[src/rtl/core/assert_macros.svh]
// shared assertion macros
`ifndef ASSERT_MACROS_SVH
`define ASSERT_MACROS_SVH

// clocked check, off during reset
`define FFA_ASSERT(lbl, prop, msg) \
  lbl: assert property (@(posedge clk) disable iff (rst) prop) else $error(msg);

// clocked check that also holds in reset
`define FFA_ASSERT_ALWAYS(lbl, prop, msg) \
  lbl: assert property (@(posedge clk) prop) else $error(msg);

`endif

[src/rtl/core/ffa_pkg.sv]
package ffa_pkg;

  localparam int DEF_MAX_BLOCKS   = 64;
  localparam int DEF_HEADER_BYTES = 24;

  localparam logic [1:0] ST_OK      = 2'd0;
  localparam logic [1:0] ST_ZERO    = 2'd1;
  localparam logic [1:0] ST_NOSPACE = 2'd2;
  localparam logic [1:0] ST_UNKNOWN = 2'd3;

  localparam logic MODE_ALLOC = 1'b0;
  localparam logic MODE_FREE  = 1'b1;

  localparam logic REG_HEAP_BASE  = 1'b0;
  localparam logic REG_HEAP_LIMIT = 1'b1;

  typedef struct packed {
    logic        mode;
    logic [23:0] size;
    logic [31:0] addr;
  } req_t;

  // scan token handed from cell to cell
  typedef struct packed {
    logic        active;
    logic        found;
    logic [24:0] start;
  } tok_t;

  typedef struct packed {
    logic        en;
    logic [24:0] start;
    logic [23:0] size;
  } wr_t;

endpackage

[src/rtl/core/ffa_cell.sv]
module ffa_cell #(
  parameter int MAX_BLOCKS   = 64,
  parameter int HEADER_BYTES = 24,
  parameter int IDX          = 0,
  localparam int IW = (MAX_BLOCKS > 1) ? $clog2(MAX_BLOCKS) : 1,
  localparam int CW = $clog2(MAX_BLOCKS + 1)
) (
  input  logic          clk,
  input  logic          rst,
  input  ffa_pkg::req_t req,
  input  logic [31:0]   heap_base,
  input  logic [CW-1:0] count,
  input  ffa_pkg::wr_t  wr,
  input  logic [IW-1:0] wr_idx,
  input  ffa_pkg::tok_t tok_in,
  output ffa_pkg::tok_t tok_out
);
  import ffa_pkg::*;

  logic [24:0] start;
  logic [23:0] size;
  logic        is_free;
  logic        live;
  logic        sel;
  logic        hit;
  logic [31:0] uaddr;
  tok_t        tok_next;

  assign live  = CW'(IDX) < count;
  assign sel   = wr.en && (wr_idx == IW'(IDX));
  assign uaddr = heap_base + 32'(start) + 32'(HEADER_BYTES);

  always_comb begin
    hit = 1'b0;
    if (tok_in.active && !tok_in.found && live) begin
      if (req.mode == MODE_ALLOC) begin
        hit = is_free && (size >= req.size);
      end else begin
        hit = (uaddr == req.addr);
      end
    end
    tok_next = tok_in;
    if (hit) begin
      tok_next.found = 1'b1;
      tok_next.start = start;
    end
  end

  always_ff @(posedge clk) begin
    if (sel) begin
      start   <= wr.start;
      size    <= wr.size;
      is_free <= 1'b0;
    end else if (hit) begin
      is_free <= (req.mode == MODE_FREE);
    end
  end

  always_ff @(posedge clk) begin
    if (rst) begin
      tok_out.active <= 1'b0;
    end else begin
      tok_out <= tok_next;
    end
  end

endmodule

[config.mk]
export PLATFORM = sky130hd
export DESIGN_NAME = ffa_cell
export DESIGN_NICKNAME = d
export VERILOG_FILES = /design/src/rtl/core/assert_macros.svh /design/src/rtl/core/ffa_pkg.sv /design/src/rtl/core/ffa_cell.sv
export SDC_FILE = /design/constraint.sdc
export NUM_CORES = 1
export LEC_CHECK = 0
export CAP_MARGIN = 25
export CORE_MARGIN = 1.5
export CORE_UTILIZATION = 60
export CTS_BUF_LIST = sky130_fd_sc_hd__clkbuf_16
export DETAILED_ROUTE_END_ITERATION = 10
export DONT_BUFFER_PORTS = 1
export HOLD_SLACK_MARGIN = 0.1
export PLACE_DENSITY = 0.76
export RECOVER_POWER = 50
export SYNTH_ARGS = -nofsm -noshare
export SYNTH_HDL_FRONTEND = slang
export SYNTH_SLANG_ARGS = --single-unit
[constraint.sdc]
create_clock -name clk -period 8.6 [get_ports clk]
set_input_delay 0.43 -clock clk [delete_from_list [all_inputs] [get_ports clk]]
set_output_delay 0.43 -clock clk [all_outputs]
set_load 0.01 [all_outputs]
Word-level counts from Yosys, hierarchy flattened:

Cells that the tools add are included.

* memory bits (read-only): 0
* latch bits: 0
* input port bits: 181
* memories: 0
* bits in registers: 77
* bits in writable memories: 0

* eq/ne operators: 1
* multiply operators: 0
* shifts and indexed selects: 0
* bitwise gates (word level): 0
* mux-type cells: 3
* div/mod/pow operators: 0
* magnitude comparators: 2
* add/subtract/negate cells: 2
* reduce and logical (&&, ||, !) cells: 6

Operator list (number)
* adder 32 x 25 -> 32 bit: 1
* adder 32 x 5 -> 32 bit, second input constant: 1
* equality test 32 bit: 1
* 2-to-1 mux 25 bit: 1
* greater-or-equal comparator 24 bit: 1
* less-than comparator 1 x 7 -> 1 bit, first input constant: 1
* logical NOT 6 bit: 1
* logical AND 1 bit: 4
* 2-to-1 mux 1 bit: 2
* logical NOT 1 bit: 1

Depth between registers and ports, before layout:

* word-level depth: 6
* mapped depth: 17
* mapped depth without buffers: 14

Least setup slack after synthesis:

OpenSTA, ideal clock, no wires.

* path kind: input -> register
* start point: input wr_idx[2]
* end point: register size[0] (enable)
* arrival time: 5.827 ns
* required time: 8.014 ns
* stages: 2
* setup slack: 2.187 ns
* buffers on the path: 0
* cell sequence: or4b_2 nor4_1

* longest elaborated chain between the ends: 2

RTL lines
* start: declaration: RTL line ffa_cell.sv:14 `input logic [IW-1:0] wr_idx,`
* logical NOT 6 bit: RTL line ffa_cell.sv:30 `assign sel = wr.en && (wr_idx == IW'(IDX));`
* logical AND 1 bit: RTL line ffa_cell.sv:30
* net sel: RTL line ffa_cell.sv:24 `logic sel;`
* end signal: assignment: RTL line ffa_cell.sv:52 `size <= wr.size;`
* end: declaration: RTL line ffa_cell.sv:21 `logic [23:0] size;`

The timed path passes the listed nets, and every way through them passes these cells.
A chain may end at the register's enable or synchronous reset.

==> results.yml <==
outcome:
  status: "complete, no violations"
final_layout:
  nFillCells: 919
  diodes: 0
  nets: 950
  drive_gt1_share_pct: 7.58
  multi_input_area_um2: 4280
  final_util_pct: 63.6
  syn_to_final_growth_pct: 4.00
  regArea_um2: 2290
  postLayoutCellArea_um2: 7230
routing:
  vias: 5895
  first_pass_iters: 5
  wire_per_inst_um: 22.6
  drt_wl_total_um: 19100
  drc: 0
  drt_iter0_drc: 682
  ant_nets: 0
  via_per_inst: 7.00
yosys:
  synth_compound_area_share_pct: 20.7
  synth_top_family_by_area: "simple AND/OR/NAND/NOR gates"
  synth_seq_area_share_pct: 33.0
  synthMuxAreaShare_pct: 0.720
  synth_area_um2: 6950
  syn_nets: 983
  synth_edf_count: 75
  ys_seq_elements: 77
  syn-instance-count: 727
  synth.distinct_cells: 70
  ys_dominant_reg_cell: "edfxtp_1"
  synthArstFlopShare_pct: 0
  yosys_warnings: 0
  synthXorXnorAreaFrac_pct: 5.29
  synth-simple-area-share_pct: 21.0
  synthAdderAreaFrac_pct: 13.6
  syn_area_per_cell_um2: 9.56
pwr:
  power_density_nw_per_um2: 146
  switchingPower_mw: 0.287
  seq_power_share_pct: 41.9
  power_leakage_nw: 2.82
  max-vdd-ir-drop_v: 0.000120
  pwr-share-comb_pct: 19.7
  pwr-share-clk_pct: 38.4
  p_int_mw: 0.767
  sw_frac_of_total_pct: 27.2
grt:
  grt_pass1_vias: 5624
  grt_overflow_total: 0
  grt_pass1_wl_um: 29800
  antenna_found_initial: 0
  grtUsageTotal_pct: 30.9
  grt_max_degree: 104
timing:
  setup_viol: 0
  grt_setup_unrepaired: "no"
  worst_pin_slew_ns: 1.44
  finalCritPeriodShare_pct: 57.2
  final.setup_skew_ns: 0.0109
  setup_tns_ns: 0
  final-hold-violation-count: 0
  fmax_ghz: 0.203
  hold_slack_ns: 0.142
  drv_slew: 0
  max_slew_margin_pct: 4.08
  min_period_ns: 4.92
clock_tree:
  htreeDepth: 3
  cts.path.max_buffers: 2
  cts-root-buf: "clkbuf_16"
  cts_tree: "done"
  cts_buffers: 9
  cts_hold_buf: 0
  cts_setup_buffers: 0
  clkTransAtPathRegs_ns: 0.06
  clock-sinks: 77
  clk-insertion-delay-late_ns: 0.35
  ctsResizeCount: 0
floorplanning:
  rows: 39
  fp.dieArea_um2: 12200
  die_h_um: 111
  die_x_um: 111
  ioPinCount: 208
  fp.coreArea_um2: 11400
  initial_utilization_pct: 61.1
min_path:
  hp-class: "input port to flop"
  hold_depth: 1
worst_setup_path:
  crit_path_top_delay_cell: "and4_1"
  max_stage_delay_ns: 0.93
  start_kind: "flop"
  end_kind: "flop"
  rrSetupSlack_ns: 3.68
  reg2regPathDepth: 13
  cp_max_fo: 27
  cp_data_arrival_time_ns: 4.99
  crit_type: "flop to flop"
  path_cells: "ha_1 > ha_1 > fa_1 > a211o_1 > a211o_1 > a21oi_2 > o21ai_1 > a221oi_1 > nand4_1 > nor4_1 > and4_1 > and2_4 > o211ai_1"
  cp.required_ns: 8.68
place:
  io_buffers: 0
  place_congestion: 1.03
  place.detailed.hpwl_um: 14900
  dpl_cell_area_um2: 6910
flow_run:
  drv_cap: 0
==> registers in the layout (all words and copies together) (netlist names) <==
signal   count
tok_out     27
is_free      1
start       25
size        24
==> cells in the final DEF, fill, tap and decap left out, types with 8 or more instances in the layout <==
cell type and count:
a21o_1 18, a21oi_1 35, a221oi_1 26, and3_1 30
clkbuf_16 9, edfxtp_1 75, ha_1 74, inv_1 38
nand2_1 59, nand3_1 33, nand4_1 20, nor2_1 21
nor3b_1 49, nor4_1 8, o211ai_1 10, o211ai_2 20
o21ai_0 21, xnor2_1 28, xor2_1 14
==> cells in the mapped netlist, types with 18 or more instances <==
| cell | number | share of area, % |
|---|---|---|
| a221oi_1 | 26 | 3.3 |
| nor2_1 | 21 | 1.1 |
| nor3b_1 | 49 | 5.3 |
| nand4_1 | 20 | 1.8 |
| o21ai_0 | 21 | 1.5 |
| and3_1 | 30 | 2.7 |
| clkbuf_1 | 28 | 1.5 |
| a21oi_1 | 35 | 2.5 |
| nand2_1 | 59 | 3.2 |
| xnor2_1 | 28 | 3.5 |
| o211ai_2 | 20 | 3.6 |
| a21o_1 | 18 | 1.9 |
| inv_1 | 37 | 2.0 |
| ha_1 | 74 | 13 |
| nand3_1 | 33 | 2.4 |
| edfxtp_1 | 75 | 32 |
==> critical path: cells and delay by family (launching register included) <==
kind | cells | cell delay (ns)
adder cells (fa/ha/maj) | 3 | 0.95
flip-flops | 1 | 0.43
AO/OA/AOI/OAI | 6 | 1.44
AND/OR/NAND/NOR | 4 | 1.81
==> power by group through the flow <==
stage,Combinational [mW],Clock [mW],Sequential [mW]
6_report,0.208,0.405,0.441
5_1_grt,0.229,0.424,0.442
4_1_cts,0.204,0.406,0.442
3_5_place_dp,0.203,0,0.450
3_3_place_gp,0.201,0,0.449
2_1_floorplan,0.168,0,0.446
==> routing by layer <==
layer  up-vias  GRT usage (%)  part of all wire (%)  wire (um)
met4         0           12.7                   3.1        586
met5         -              0                     0          0
li1       2722              -                     -          -
met1      2790           42.1                    42       8020
met2       336           47.3                    46       8770
met3        47           7.52                   8.8       1690
==> area by class of cell <==
| class | instances | share of cell area [%] |
|---|---|---|
| Clock buffer | 9 | 3.12 |
| Timing Repair Buffer | 4 | 0.364 |
| Sequential cell | 77 | 31.7 |
| Multi-Input combinational cell | 565 | 59.3 |
| Inverter | 37 | 1.92 |
| Tap cell | 143 | 2.48 |
| Clock inverter | 7 | 1.14 |
==> worst paths after layout <==
kind	from	end
setup / recovery	start[1]	tok_out[1]
hold / removal	rst	tok_out[26]
setup reg to reg	start[1]	tok_out[1]
hold reg to reg	is_free	is_free
==> cell families after synthesis <==
| kind of cell | after synthesis |
|---|---|
| and+or+nand+nor | 258 |
| AOI/OAI and AO/OA | 185 |
| buffers and inverters | 85 |
| DFF | 77 |
| adders and majority gates | 75 |
| xor gates and xnor gates | 42 |
| muxes | 5 |
==> metrics by stage <==
stage               setup WS (ns)  power, mW  instances
global route                 3.39       1.10        842
CTS                          3.72       1.05        841
global placement             3.84      0.650        825
floorplan                    2.19      0.615        727
detailed placement           3.74      0.652        825
finish                       3.68       1.05        842
Note: power is estimated with default switching activity, not from simulation.
